`src/hdl/iirdf1_pkg.sv`:
```
package iirdf1_pkg;

    localparam int COEF_BITS  = 18;
    localparam int FRAC_SHIFT = 14;
    // headroom for five products
    localparam int ACC_GUARD  = 3;
    localparam int HIST_DEPTH = 2;
    localparam int NUM_REGS   = 5;
    localparam int ADDR_W     = 5;
    localparam int DATA_W     = 32;

    typedef logic signed [COEF_BITS-1:0] coef_t;

    typedef enum logic [2:0] {
        REG_B0 = 3'd0,
        REG_B1 = 3'd1,
        REG_B2 = 3'd2,
        REG_A1 = 3'd3,
        REG_A2 = 3'd4
    } reg_idx_t;

    typedef struct packed {
        coef_t b0;
        coef_t b1;
        coef_t b2;
        coef_t a1;
        coef_t a2;
    } coef_set_t;

    localparam coef_t B0_RESET = 18'sd16384;

endpackage

```
`src/hdl/iirdf1_round_sat.sv`:
```
module iirdf1_round_sat #(
    parameter int W = 16
) (
    input  logic signed [iirdf1_pkg::COEF_BITS+W+iirdf1_pkg::ACC_GUARD-1:0] acc,
    output logic signed [W-1:0]                                              y,
    output logic                                                             sat
);

    localparam int ACC_W = iirdf1_pkg::COEF_BITS + W + iirdf1_pkg::ACC_GUARD;
    localparam int RW    = ACC_W - iirdf1_pkg::FRAC_SHIFT;

    localparam logic signed [ACC_W-1:0] HALF =
        ACC_W'(1) << (iirdf1_pkg::FRAC_SHIFT - 1);
    localparam logic signed [RW-1:0] SAT_HI = {{(RW-W+1){1'b0}}, {(W-1){1'b1}}};
    localparam logic signed [RW-1:0] SAT_LO = {{(RW-W+1){1'b1}}, {(W-1){1'b0}}};

    logic signed [ACC_W-1:0] biased;
    logic signed [RW-1:0]    rounded;

    // half up: add half an LSB, then drop the fraction (floor)
    assign biased  = acc + HALF;
    assign rounded = biased[ACC_W-1:iirdf1_pkg::FRAC_SHIFT];

    always_comb
    begin
        if (rounded > SAT_HI)
        begin
            y   = SAT_HI[W-1:0];
            sat = 1'b1;
        end
        else if (rounded < SAT_LO)
        begin
            y   = SAT_LO[W-1:0];
            sat = 1'b1;
        end
        else
        begin
            y   = rounded[W-1:0];
            sat = 1'b0;
        end
    end

endmodule

```
`config.mk`:
```
export PLATFORM = sky130hd
export DESIGN_NAME = iirdf1_round_sat
export DESIGN_NICKNAME = d
export VERILOG_FILES = /design/src/hdl/iirdf1_pkg.sv /design/src/hdl/iirdf1_round_sat.sv
export SDC_FILE = /design/constraint.sdc
export NUM_CORES = 1
export LEC_CHECK = 0
export ABC_AREA = 1
export BUFFER_PORTS_ARGS = -buffer_cell sky130_fd_sc_hd__buf_4
export CORE_MARGIN = 2
export CORE_UTILIZATION = 49
export DETAILED_ROUTE_END_ITERATION = 8
export GPL_ROUTABILITY_DRIVEN = 0
export PLACE_DENSITY = 0.91
export SETUP_SLACK_MARGIN = 0.4
export SYNTH_ARGS = -nofsm -noshare
export SYNTH_HDL_FRONTEND = slang
export SYNTH_SLANG_ARGS = --single-unit
```
`constraint.sdc`:
```
create_clock -name vclk -period 3.05
set_input_delay 0.305 -clock vclk [all_inputs]
set_output_delay 0.305 -clock vclk [all_outputs]
set_load 0.02 [all_outputs]
```
==> results.sh <==
export IMPL_vias=1129
export IMPL_synth_seq_area_share_pct=0
export IMPL_seq_area_sq_um=0
export IMPL_routed_wl_microns=2480
export IMPL_finalWorstSetupSlack_ns=0.687
export IMPL_synth_compound_area_share_pct=1.79
export IMPL_initial_core_util_pct=53.8
export IMPL_fin_util_pct=73.1
export IMPL_p_sw_mw=0.0829
export IMPL_synth_adder_area_share_pct=1.49
export IMPL_internal_power_mw=0.0624
export IMPL_maxSlewViolCount=0
export IMPL_cap_violations=0
export IMPL_drive_gt1_share_pct=28.2
export IMPL_drtPass1Iterations=4
export IMPL_clockPowerShare_pct=0
export IMPL_drc=0
export IMPL_status="complete, no violations"
export IMPL_synthMuxAreaShare_pct=0
export IMPL_min_path_type="input pin to output pin"
export IMPL_critPathBufInv=2
export IMPL_start_kind="input pin"
export IMPL_num_rows=14
export IMPL_synth_xor_area_share_pct=15.7
export IMPL_portBuffers=41
export IMPL_drtIter0Drc=25
export IMPL_min_delay_start="acc[15]"
export IMPL_path_max_fanout=16
export IMPL_avgSynthCellArea_sq_um=5.02
export IMPL_crit_family="simple AND/OR/NAND/NOR gates"
export IMPL_cp_slowest_stage_delay_ns=0.23
export IMPL_synth_top_family_by_area="simple AND/OR/NAND/NOR gates"
export IMPL_post_route_period_util_pct=77.5
export IMPL_hpwl_microns=2210
export IMPL_holdWs_ns=1.01
export IMPL_finalSetupViolCount=0
export IMPL_synth_simple_area_share_pct=69.0
export IMPL_core_sq_um=1560
export IMPL_p_leak_nw=0.581
export IMPL_dpl_worst_slack_ns=0.695
export IMPL_tightest_slew_ns=0.264
export IMPL_path_cells="buf_4 > ha_1 > nand2_1 > nor2_4 > nand3_1 > o21ai_1 > nand2_1 > nor3_2 > nand2_1 > nand2_2 > nand2_1 > buf_4"
export IMPL_fin_tns_setup_ns=0
export IMPL_syn_area_sq_um=838
export IMPL_ctsResizeCount=0
export IMPL_syn_nets=205
export IMPL_path_common_cell="nand2_1"
export IMPL_cp_startpoint="acc[13]"
export IMPL_min_path_cells=5
export IMPL_finalHoldViolations=0
export IMPL_antenna_found_initial=0
export IMPL_synth_distinct_cells=22
export IMPL_wl_per_cell_microns=11.2
export IMPL_rsz0062_at_grt="false"
export IMPL_grt_pass1_wl_microns=4060
export IMPL_cts_setup_buffers=0
export IMPL_arrival_ns=2.06
export IMPL_cp_required_ns=2.74
export IMPL_cp_slowest_cell="nand2_2"
export IMPL_grt_max_degree=17
export IMPL_finalPower_mw=0.145
export IMPL_timing_slew_headroom_pct=82.2
export IMPL_die_x_microns=45.4
export IMPL_max_freq_mhz=423
export IMPL_routed_via_density=5.09
export IMPL_num_antenna_cells=0
export IMPL_p_seq_share_pct=0
export IMPL_synth_warnings=0
export IMPL_min_to="y[1]"
export IMPL_final_min_clock_period_ns=2.36
export IMPL_grt_pass1_vias=1058
export IMPL_synthCells=167
export IMPL_gr_usage_all_layers_pct=25.6
export IMPL_criticalPathCategory="input pin to output pin"
export IMPL_peakVddDrop_uv=85.7
export IMPL_n_clock_buffer=0
export IMPL_overflow=0
export IMPL_end_kind="output pin"
export IMPL_final_nets=246
export IMPL_powerDensity_nw_per_um2=127
export IMPL_die_height_microns=45.4
export IMPL_power_frac_comb_pct=100.0
export IMPL_ioPinCount=54
export IMPL_syn2layout_area_growth_pct=36.0
export IMPL_swShare_pct=57.1
export IMPL_holdBufCountCts=0
export IMPL_dieArea_sq_um=2060
export IMPL_seq_cells=0
export IMPL_ant_nets=0
## logic make-up (layout without fill, tap and decap cells)
group                    after synthesis  count (layout)
AND/OR/NAND/NOR                      126             126
buffers and inverters                 22              61
XOR/XNOR                              15              15
AO/OA/AOI/OAI                          3               3
adder cells (fa/ha/maj)                1               1
## worst max-delay path by stage
| stage | to | slack [ns] | cells after the start |
|---|---|---|---|
| floorplan | y[8] | 0.97 | 11 |
| global route | y[5] | 0.50 | 15 |
| detailed placement | y[7] | 0.70 | 12 |
| finish | y[2] | 0.69 | 12 |
| CTS | y[7] | 0.69 | 12 |
| global placement | y[3] | 0.80 | 12 |
## tightest hold or removal path, cell delays in order
cell	delay, ns
buf_4	0.09
xor2_1	0.06
nand2_1	0.06
nand2_1	0.04
buf_4	0.15
## through the flow
stage	cell area, sq um	std cells
after floorplan	838	167
after global placement	1140	222
after detailed placement	1140	222
after CTS	1140	222
after global routing	1140	222
final	1140	222
## layout make-up
cell class | instances | area (sq um)
fillers | 153 | 419
inverters | 20 | 75.1
repair buffers | 41 | 308
multi-input cells | 145 | 737
well taps | 16 | 20.0
## cell usage in the layout (no fill, tap or decap), drive strengths merged
master,instances
nand2,84
buf,41
nor2,26
inv,19
xor2,8
xnor2,7
nand4,6
nand3,5
o21ai,3
nor3,3
nand3b,2
clkinv,1
ha,1
## power by group through the flow
stage          Sequential (mW)  Clock (mW)  Combinational (mW)
3_3_place_gp                 0           0               0.140
6_report                     0           0               0.145
5_1_grt                      0           0               0.158
2_1_floorplan                0           0              0.0784
4_1_cts                      0           0               0.145
3_5_place_dp                 0           0               0.145
## Yosys cell counts, drive strengths merged
library cell	count	area share [%]
xnor2	7	7.3
xor2	8	8.4
nand4	6	4.5
nor2	26	16
o21ai	3	1.8
nand3	5	3.6
buf	2	3.1
inv	19	8.5
clkinv	1	0.45
nand2	84	40
nand3b	2	1.8
ha	1	1.5
nor3	3	3.0
## routing by layer
metal	vias up	share of wire (%)	GRT usage [%]
met5	-	0	0
met4	0	1.3	2.35
met3	7	6.6	0
met2	49	51	50.9
met1	488	41	31.2
li1	585	-	-
Power figures use the tool's default switching activity.
