[src/hdl/iirdf1_pkg.sv]
package iirdf1_pkg;

    localparam int COEF_BITS  = 18;
    localparam int FRAC_SHIFT = 14;
    // headroom for five products
    localparam int ACC_GUARD  = 3;
    localparam int HIST_DEPTH = 2;
    localparam int NUM_REGS   = 5;
    localparam int ADDR_W     = 5;
    localparam int DATA_W     = 32;

    typedef logic signed [COEF_BITS-1:0] coef_t;

    typedef enum logic [2:0] {
        REG_B0 = 3'd0,
        REG_B1 = 3'd1,
        REG_B2 = 3'd2,
        REG_A1 = 3'd3,
        REG_A2 = 3'd4
    } reg_idx_t;

    typedef struct packed {
        coef_t b0;
        coef_t b1;
        coef_t b2;
        coef_t a1;
        coef_t a2;
    } coef_set_t;

    localparam coef_t B0_RESET = 18'sd16384;

endpackage

[src/hdl/iirdf1_tap_cell.sv]
module iirdf1_tap_cell #(
    parameter int W     = 16,
    parameter bit USE_B = 1'b1,
    parameter bit USE_A = 1'b1
) (
    input  logic                                              clk,
    input  logic                                              rst_n,
    input  logic                                              advance,
    input  logic signed [W-1:0]                               x_in,
    input  logic signed [W-1:0]                               y_in,
    input  iirdf1_pkg::coef_t                                 coef_b,
    input  iirdf1_pkg::coef_t                                 coef_a,
    input  logic signed [iirdf1_pkg::COEF_BITS+W+iirdf1_pkg::ACC_GUARD-1:0] acc_in,
    output logic signed [iirdf1_pkg::COEF_BITS+W+iirdf1_pkg::ACC_GUARD-1:0] acc_out,
    output logic signed [W-1:0]                               x_out,
    output logic signed [W-1:0]                               y_out
);

    localparam int PROD_W = iirdf1_pkg::COEF_BITS + W;
    localparam int ACC_W  = PROD_W + iirdf1_pkg::ACC_GUARD;

    logic signed [W-1:0]      x_reg;
    logic signed [W-1:0]      x_next;
    logic signed [W-1:0]      y_reg;
    logic signed [W-1:0]      y_next;
    logic signed [PROD_W-1:0] prod_b;
    logic signed [PROD_W-1:0] prod_a;
    logic signed [ACC_W-1:0]  ext_b;
    logic signed [ACC_W-1:0]  ext_a;

    // cell holds one step of both histories; it shifts with every accepted item
    assign x_next = advance ? x_in : x_reg;
    assign y_next = advance ? y_in : y_reg;

    always_ff @(posedge clk or negedge rst_n)
    begin
        if (!rst_n)
        begin
            x_reg <= '0;
            y_reg <= '0;
        end
        else
        begin
            x_reg <= x_next;
            y_reg <= y_next;
        end
    end

    assign prod_b = USE_B ? PROD_W'(coef_b * x_reg) : '0;
    assign prod_a = USE_A ? PROD_W'(coef_a * y_reg) : '0;
    assign ext_b  = {{iirdf1_pkg::ACC_GUARD{prod_b[PROD_W-1]}}, prod_b};
    assign ext_a  = {{iirdf1_pkg::ACC_GUARD{prod_a[PROD_W-1]}}, prod_a};

    assign acc_out = acc_in + ext_b - ext_a;
    assign x_out   = x_reg;
    assign y_out   = y_reg;

endmodule

[config.mk]
export PLATFORM = sky130hd
export DESIGN_NAME = iirdf1_tap_cell
export DESIGN_NICKNAME = d
export VERILOG_FILES = /design/src/hdl/iirdf1_pkg.sv /design/src/hdl/iirdf1_tap_cell.sv
export SDC_FILE = /design/constraint.sdc
export NUM_CORES = 2
export LEC_CHECK = 0
export ABC_AREA = 0
export BUFFER_PORTS_ARGS = -buffer_cell sky130_fd_sc_hd__buf_4
export CORE_MARGIN = 4
export CORE_UTILIZATION = 30
export CTS_CLUSTER_DIAMETER = 40
export DETAILED_ROUTE_END_ITERATION = 8
export GPL_TIMING_DRIVEN = 0
export HOLD_SLACK_MARGIN = 0.02
export PLACE_DENSITY_LB_ADDON = 0.2
export SETUP_SLACK_MARGIN = 0.1
export SYNTH_ARGS = -nofsm -noshare
export SYNTH_HDL_FRONTEND = slang
export SYNTH_SLANG_ARGS = --single-unit
[constraint.sdc]
create_clock -name clk -period 31.4 [get_ports clk]
set_clock_uncertainty 0.1 [all_clocks]
set_input_delay 6.28 -clock clk [delete_from_list [all_inputs] [get_ports clk]]
set_output_delay 6.28 -clock clk [all_outputs]
set_load 0.01 [all_outputs]
==> impl_metrics.yaml <==
outcome:
  outcome: "finished, final reports clean"
worst_setup_path:
  cp_num_buf_inv: 5
  start_kind: "input port"
  cpMaxStageDelayCell: "fa_1"
  criticalPathCategory: "input port to output port"
  required_ns: 25.02
  end_kind: "output port"
  cp_top_family: "adder cells"
  cp_common_cell: "fa_1"
  crit_arrival_ns: 15.00
  cp_cell_sequence: "buf_4 > clkbuf_1 > nand2_1 > fa_1 > fa_1 > inv_1 > fa_1 > fa_1 > fa_1 > fa_1 > fa_1 > fa_1 > inv_1 > ha_1 > a21oi_1 > o21ai_0 > or3_1 > nor3_2 > nor3b_1 > o41ai_2 > xnor2_1 > buf_4"
  cpPeakStageDelay_ns: 1.16
  path_max_fanout: 12
floorplanning:
  core.rowCount: 105
  start_util_pct: 30.4
  die_h_microns: 298
  core_area_sq_um: 82600
  io_pins: 177
  die-width_microns: 298
  dieArea_sq_um: 88500
sta:
  slew_viol_final: 0
  finalHoldViolCount: 0
  maxSlewHeadroom_pct: 30.5
  rsz0062_at_grt: "no"
  worst_slew_pin_slew_ns: 1.04
  max_freq_ghz: 0.0468
  fin_crit_sh_pct: 68.1
  period_minus_slack_ns: 21.38
  setup_viol: 0
  setup-tns-final_ns: 0
placement:
  dpl.hpwl_microns: 67300
  gp_congestion: 0.846
  io_buffers: 175
cts:
  cts_max_level: 2
  post-cts-setup-buffer-count: 0
  cts_buffer_depth: 2
  clkTransAtPathRegs_ns: 0.06
  cts-root-buf: "clkbuf_16"
  cts_buffers: 5
  hold_buffers: 0
  ctsResizeCount: 0
  clock_latency_ns: 0.30
  cts_tree: "done"
  clkSinkCount: 32
cells_and_area:
  syn2layout_area_growth_pct: 11.2
  layout_common_cells: "inv_1 (805), fa_1 (712), and2_1 (289)"
  drive_gt1_share_pct: 7.94
  final-seq-area_sq_um: 801
  nNetsFinal: 3798
  final_common_cell: "inv_1"
  multiInputGateArea_sq_um: 21000
  nFillCells: 8696
logic_synthesis:
  mappedNetlistNets: 3616
  ys_seq_area_share_pct: 3.18
  synth_warnings: 0
  synth-seq-cells: 32
  mappedNetlistArea_sq_um: 25200
  synth_top_area_share_pct: 56.7
  ys_types: 51
  synth_area_leaders: "fa_1 (57%), inv_1 (12%), ha_1 (8.5%), and2_1 (7.2%), nand2_1 (4.0%)"
  synth_edf_count: 0
  postSynth.asyncResetShare_pct: 100
  synth_cells: 2626
  yosys.area.top_type: "fa_1"
  ys.flop_type: "dfrtp_1"
  synth.avg_cell_area_sq_um: 9.58
global_routing:
  grt.overflow.total: 0
  grt_pass1_vias: 18800
  grt_usage_pct: 17.2
  grt_max_degree: 33
  grt_pass1_wl_microns: 115000
  antenna_found_initial: 3
routing:
  drc: 0
  wl_met2_microns: 38600
  viasPerCell: 4.40
  wl_per_cell_microns: 18.9
  firstDrtPassIters: 5
  drt-met1-wl_microns: 30100
  routed_wl_microns: 73400
  route.met3.wl_microns: 3190
  drtIter0Drc: 750
  postRouteAntennaNets: 0
  top_layer_used: "met5"
  vias: 17100
min_path:
  hold_class: "flop to flop"
flow_run:
  drv_cap: 0
==> sequential cells by signal, indices dropped and copies added (netlist names) <==
signal and count:
x_out 16, y_out 16
==> layer usage <==
layer	global-route usage (%)	vias up
met1	22.3	8918
met4	3.28	2
met3	1.66	50
met5	0	-
li1	-	7728
met2	31.5	360
==> path summary, 6_finish.rpt <==
kind	start	to	slack, ns	cells past startpoint
max in group asynchronous	rst_n	x_out[13]	25.00	1
setup reg to reg	y_out[12]	y_out[12]	29.98	2
min in group asynchronous	rst_n	x_out[0]	5.84	1
setup / recovery	coef_a[17]	acc_out[33]	10.02	22
hold / removal	x_out[13]	x_out[13]	0.78	1
hold reg to reg	x_out[13]	x_out[13]	0.78	1
==> kinds of logic (layout without fill, tap and decap cells) <==
logic type / after synthesis / in the layout / synth area share [%]
compound gates: 96 / 96 / 2.52
mux: 30 / 30 / 1.34
other cells: 0 / 1 / 0
simple gates: 642 / 642 / 12.8
fa+ha+maj: 882 / 882 / 65.1
xor+xnor: 45 / 45 / 1.57
buf+inv: 899 / 1082 / 13.4
flops: 32 / 32 / 3.18
==> cells in the mapped netlist, types with 2 or more instances <==
library cell / n
a211o_1: 2
a211oi_1: 2
a21o_1: 13
a21oi_1: 31
a31oi_1: 2
and2_1: 289
and3_1: 3
buf_1: 7
clkbuf_1: 85
dfrtp_1: 32
fa_1: 712
ha_1: 170
inv_1: 805
mux2_2: 30
nand2_1: 269
nand2b_1: 8
nand3_1: 5
nor2_1: 50
nor2b_1: 2
nor3_1: 6
nor3_2: 2
nor4b_1: 2
o211a_1: 2
o211ai_1: 2
o21a_1: 3
o21ai_0: 20
o21bai_1: 4
or3_1: 2
xnor2_1: 37
xor2_1: 8
==> final cells by class <==
| cell class | instances | share of cell area [%] |
|---|---|---|
| Antenna cell | 1 | 0.00895 |
| Buffer | 93 | 1.27 |
| Clock buffer | 5 | 0.447 |
| Clock inverter | 3 | 0.152 |
| Inverter | 806 | 10.8 |
| Multi-Input combinational cell | 1695 | 75.0 |
| Sequential cell | 32 | 2.86 |
| Tap cell | 1070 | 4.79 |
| Timing Repair Buffer | 175 | 4.70 |
==> per-stage QoR <==
step	instances	hold WS, ns	setup slack, ns	utilization, %	cell area [sq um]
floorplan	2626	0.571	11.94	-	25200
global placement	3871	0.758	9.71	33.6	27800
detailed placement	3871	0.748	9.75	33.6	27800
CTS	3879	0.770	9.71	33.8	28000
global route	3879	0.811	9.36	33.8	28000
finish	3880	0.776	10.02	33.9	28000
Power is left out: the tool's default activity adds up to more than one toggle a clock period on the data nets, which glitch-free logic cannot reach.
