## config.mk

```make
export PLATFORM = sky130hd
export DESIGN_NAME = iirdf1_apb_regs
export DESIGN_NICKNAME = d
export VERILOG_FILES = /design/src/hdl/iirdf1_pkg.sv /design/src/hdl/iirdf1_apb_regs.sv
export SDC_FILE = /design/constraint.sdc
export NUM_CORES = 1
export LEC_CHECK = 0
export BUFFER_PORTS_ARGS = -buffer_cell sky130_fd_sc_hd__clkbuf_2
export CORE_MARGIN = 2
export CORE_UTILIZATION = 44
export DETAILED_ROUTE_END_ITERATION = 8
export PLACE_DENSITY = 0.76
export SLEW_MARGIN = 10
export SYNTH_ARGS = -nofsm -noshare
export SYNTH_HDL_FRONTEND = slang
export SYNTH_SLANG_ARGS = --single-unit
```

## constraint.sdc

```tcl
create_clock -name clk -period 1.8 [get_ports clk]
set_clock_uncertainty 0.15 [all_clocks]
set_input_delay 0.18 -clock clk [delete_from_list [all_inputs] [get_ports clk]]
set_output_delay 0.18 -clock clk [all_outputs]
set_load 0.005 [all_outputs]
```

## src/hdl/iirdf1_pkg.sv

```systemverilog
package iirdf1_pkg;

    localparam int COEF_BITS  = 18;
    localparam int FRAC_SHIFT = 14;
    // headroom for five products
    localparam int ACC_GUARD  = 3;
    localparam int HIST_DEPTH = 2;
    localparam int NUM_REGS   = 5;
    localparam int ADDR_W     = 5;
    localparam int DATA_W     = 32;

    typedef logic signed [COEF_BITS-1:0] coef_t;

    typedef enum logic [2:0] {
        REG_B0 = 3'd0,
        REG_B1 = 3'd1,
        REG_B2 = 3'd2,
        REG_A1 = 3'd3,
        REG_A2 = 3'd4
    } reg_idx_t;

    typedef struct packed {
        coef_t b0;
        coef_t b1;
        coef_t b2;
        coef_t a1;
        coef_t a2;
    } coef_set_t;

    localparam coef_t B0_RESET = 18'sd16384;

endpackage

```

## src/hdl/iirdf1_apb_regs.sv

```systemverilog
module iirdf1_apb_regs (
    input  logic                              clk,
    input  logic                              rst_n,
    input  logic                              psel,
    input  logic                              penable,
    input  logic                              pwrite,
    input  logic [iirdf1_pkg::ADDR_W-1:0]     paddr,
    input  logic [iirdf1_pkg::DATA_W-1:0]     pwdata,
    output logic [iirdf1_pkg::DATA_W-1:0]     prdata,
    output logic                              pready,
    output iirdf1_pkg::coef_set_t             coefs
);

    localparam int EXT_W = iirdf1_pkg::DATA_W - iirdf1_pkg::COEF_BITS;

    iirdf1_pkg::coef_set_t coef_reg;
    iirdf1_pkg::coef_set_t coef_next;
    iirdf1_pkg::coef_t     wr_coef;
    iirdf1_pkg::coef_t     rd_coef;
    logic [2:0]            reg_idx;
    logic                  wr_en;

    assign pready  = 1'b1;
    assign wr_en   = psel && penable && pwrite;
    assign reg_idx = paddr[iirdf1_pkg::ADDR_W-1:2];
    assign wr_coef = iirdf1_pkg::coef_t'(pwdata[iirdf1_pkg::COEF_BITS-1:0]);

    always_comb
    begin
        coef_next = coef_reg;
        if (wr_en)
        begin
            unique case (reg_idx)
                iirdf1_pkg::REG_B0: coef_next.b0 = wr_coef;
                iirdf1_pkg::REG_B1: coef_next.b1 = wr_coef;
                iirdf1_pkg::REG_B2: coef_next.b2 = wr_coef;
                iirdf1_pkg::REG_A1: coef_next.a1 = wr_coef;
                iirdf1_pkg::REG_A2: coef_next.a2 = wr_coef;
                default:            coef_next = coef_reg;
            endcase
        end
    end

    always_comb
    begin
        unique case (reg_idx)
            iirdf1_pkg::REG_B0: rd_coef = coef_reg.b0;
            iirdf1_pkg::REG_B1: rd_coef = coef_reg.b1;
            iirdf1_pkg::REG_B2: rd_coef = coef_reg.b2;
            iirdf1_pkg::REG_A1: rd_coef = coef_reg.a1;
            iirdf1_pkg::REG_A2: rd_coef = coef_reg.a2;
            default:            rd_coef = '0;
        endcase
    end

    assign prdata = {{EXT_W{rd_coef[iirdf1_pkg::COEF_BITS-1]}}, rd_coef};

    always_ff @(posedge clk or negedge rst_n)
    begin
        if (!rst_n)
        begin
            coef_reg.b0 <= iirdf1_pkg::B0_RESET;
            coef_reg.b1 <= '0;
            coef_reg.b2 <= '0;
            coef_reg.a1 <= '0;
            coef_reg.a2 <= '0;
        end
        else
        begin
            coef_reg <= coef_next;
        end
    end

    assign coefs = coef_reg;

endmodule

```

==> results.txt <==
- Post-synth top area cell: sky130_fd_sc_hd__dfrtp_1
- For the worst flop-to-flop path, the logic depth is 3.
* Synth unique cells: 25
- The count of final max-slew check failures came to 0.
* Share of final-layout standard cells stronger than drive strength 1: 0.630
* Yosys warnings: 0
* Number of antenna violations at the first check in global routing: 0
- The worst register-to-register path ends at coefs[35].
- In the post-synthesis netlist, the cell with the most instances is sky130_fd_sc_hd__dfrtp_1.
- Synthesis inferred 90 register bits.
- Wire length of the first global-routing pass: 17000 um
- By count the netlist is led by sky130_fd_sc_hd__dfrtp_1, sky130_fd_sc_hd__mux2_2, sky130_fd_sc_hd__mux2i_1.
- The run finished, with violations left.
- Primary flip-flop cell chosen by synthesis mapping: sky130_fd_sc_hd__dfrtp_1
* I/O pins: 165
- Avg WL per Cell: 19.5 um
* Cell count after synthesis: 281
- Fin nets: 499
* Source-to-sink clock delay at the later pin of the worst-skew pair: 340 ps
- In the routed layout, each cell is associated on average with a via count of 5.50.
- Flip-flop count of the largest register after layout: 90
* WL final: 11100 um
- The largest individual stage delay along the critical path comes from the cell sky130_fd_sc_hd__dfrtp_1.
* Area of the die: 10200 um2
- Period Utilization, post-route: 1.01
* Number of buffers created by CTS: 9
- The kind of cell with the highest combined delay along the critical path is compound AO/OA/AOI/OAI gates.
- The checks that failed: negative setup slack.
- Overall overflow remaining after global route: 0
- The number of buffers and inverters on the critical path is 1.
- Post-route setup slack: -24.5 ps
* Startpoint Class: flip-flop
- Number of buffers between clock root and the deepest sink: 2
* DRC marker count from the first detailed-route iteration: 94
- In this run the register-to-register setup slack is 640 ps.
- Dividing total power by cell area gives a power density of 1010 nW/um2.
- Yosys mapped a number of flops with a built-in enable equal to 0.
- The cell area that synthesis handed to floorplanning was 4160 um2.
- Num Clock Sinks: 90
- Maximum fanout along the worst path: 8
- Via count: 3150
- Core Box Area: 9200 um2
* Placement Rows: 35
- P_leak: 2.83 nW
- After detailed placement, the total cell area comes to 5060 um2.
* Setup Crit Path Kind: reg -> out
- The share of the Yosys chip area taken by registers is 0.542.
- The count of final hold-check violations came to 0.
- Number of global-route vias before repair: 3094
* Fill cell total of the finished layout: 737
* Launch instance of the worst register-to-register path: coefs[35]
- The congestion estimate from routability-driven global placement came to 0.778.
- Cell area after layout: 5490 um2
- STA puts the critical path data arrival time at 1490 ps.
* Initial Utilization: 0.452
* Core utilization of the finished layout: 0.597
* Global-route usage over all layers: 0.221
- Final setup viols: 14
- Worst voltage drop across the vdd grid: 0.459 mV
- The worst setup path is captured at a primary output.
- Horizontal die dimension: 101 um
- Input and output buffers added on the ports amount to 147.
* Max-cap check violation count: 0
- Drt first pass iters: 4
* Layout overhead on the synthesized area: 32.0%
* Unrepaired setup endpoints after global routing: yes
- The share of synthesized area in the top cell type comes to 0.536.
- CTS built an H-tree with a depth of 3.
- Highest achievable clock rate: 548 MHz
* Dominant cells by area after synthesis: sky130_fd_sc_hd__dfrtp_1, sky130_fd_sc_hd__mux2_2, sky130_fd_sc_hd__mux2i_1
* Total nets after synthesis: 323
* Post-synthesis async set-or-reset flop share: 1.00
- Traced cell by cell, the critical path runs through mux2i_1 > o2bb2ai_2 > a221o_2 > clkbuf_2.
* Type of the tightest min-delay check: in -> async
* Required time at the endpoint of the critical path: 1470 ps
* Diode insertion count for antenna repair: 0
* Largest net degree at the start of global routing: 35
- Clock-pin slew was measured on the worst setup and hold paths at 90 ps.
- From bottom edge to top edge, the die measures 101 um.
- Avg Synthesized Cell Area: 14.8 um2
- Shortest period the worst path allows: 1820 ps
* Residual DRC: 0
* Slowest Stage Delay on Critical Path: 390 ps
- TritonCTS clock tree: yes
* Antenna Nets Post-Route: 0
* Estimated wirelength of the detail-placed design: 7760 um
- Root buffer cell: sky130_fd_sc_hd__clkbuf_8
- Worst slack at placement: -19.4 ps
## per-layer routing
layer / wire length, um / GRT usage
met4: 180 / 0.0811
met5: 0 / 0
met1: 4610 / 0.285
met3: 693 / 0.0400
met2: 5660 / 0.375
## report_power, final
part / total (W) / switching (W) / internal (W)
combinational: 0.00140 / 0.000565 / 0.000833
sequential: 0.00276 / 0.000336 / 0.00242
clock: 0.00137 / 0.000687 / 0.000681
## area by class of cell
type | instances | area (um2) | share of cell area
Timing Repair Buffer | 197 | 1190 | 0.216
Clock inverter | 3 | 42.5 | 0.00775
Clock buffer | 13 | 149 | 0.0271
Tap cell | 111 | 139 | 0.0253
Sequential cell | 90 | 2250 | 0.411
Multi-Input combinational cell | 159 | 1720 | 0.313
## stage by stage
stage	cells	TNS (ps)	hold WS (ps)	power (W)
2_1_floorplan	281	0	-266	0.00342
3_3_place_gp	534	0	9.49	0.00408
3_5_place_dp	534	-256	16.6	0.00414
4_1_cts	572	-452	178	0.00555
5_1_grt	573	-1920	214	0.00581
6_report	573	-262	174	0.00552
## how the worst max path moves through the flow
| stage | startpoint | endpoint | slack [ps] | cells past startpoint |
|---|---|---|---|---|
| 2_1_floorplan | paddr[2] | prdata[18] | 7 | 5 |
| 3_3_place_gp | paddr[4] | prdata[26] | 30 | 6 |
| 3_5_place_dp | paddr[4] | prdata[29] | -20 | 6 |
| 4_1_cts | coefs[35] | prdata[29] | -40 | 4 |
| 5_1_grt | coefs[35] | prdata[22] | -140 | 4 |
| 6_report | coefs[35] | prdata[17] | -20 | 4 |
## cells in the final DEF (no fill, tap or decap), drive strengths merged, types with 2 or more instances in the layout
cell and instances:
a221o 18, buf 37, clkbuf 154, dfrtp 89
dlygate4sd3 19, mux2 90, mux2i 19, nand2b 2
nor2 3, nor3b 2, o2bb2ai 17
## kinds of logic (layout without fill, tap and decap cells)
logic type | count (synthesis) | in the layout | share of synthesized area
AO/OA/AOI/OAI | 36 | 37 | 0.0806
flip-flops | 90 | 90 | 0.542
other | 1 | 1 | 0.000902
buffers and inverters | 33 | 213 | 0.0521
multiplexers | 109 | 109 | 0.299
AND/OR/NAND/NOR | 12 | 12 | 0.0259
## timing repair
item	CTS	global route
setup endpoints to repair	15	16
setup buffers	2	1
gates cloned	1	0
hold buffers	19	0
resized for setup	1	7
pin swaps	1	0
endpoints found under the hold margin	120	0
Power figures use the tool's default switching activity.
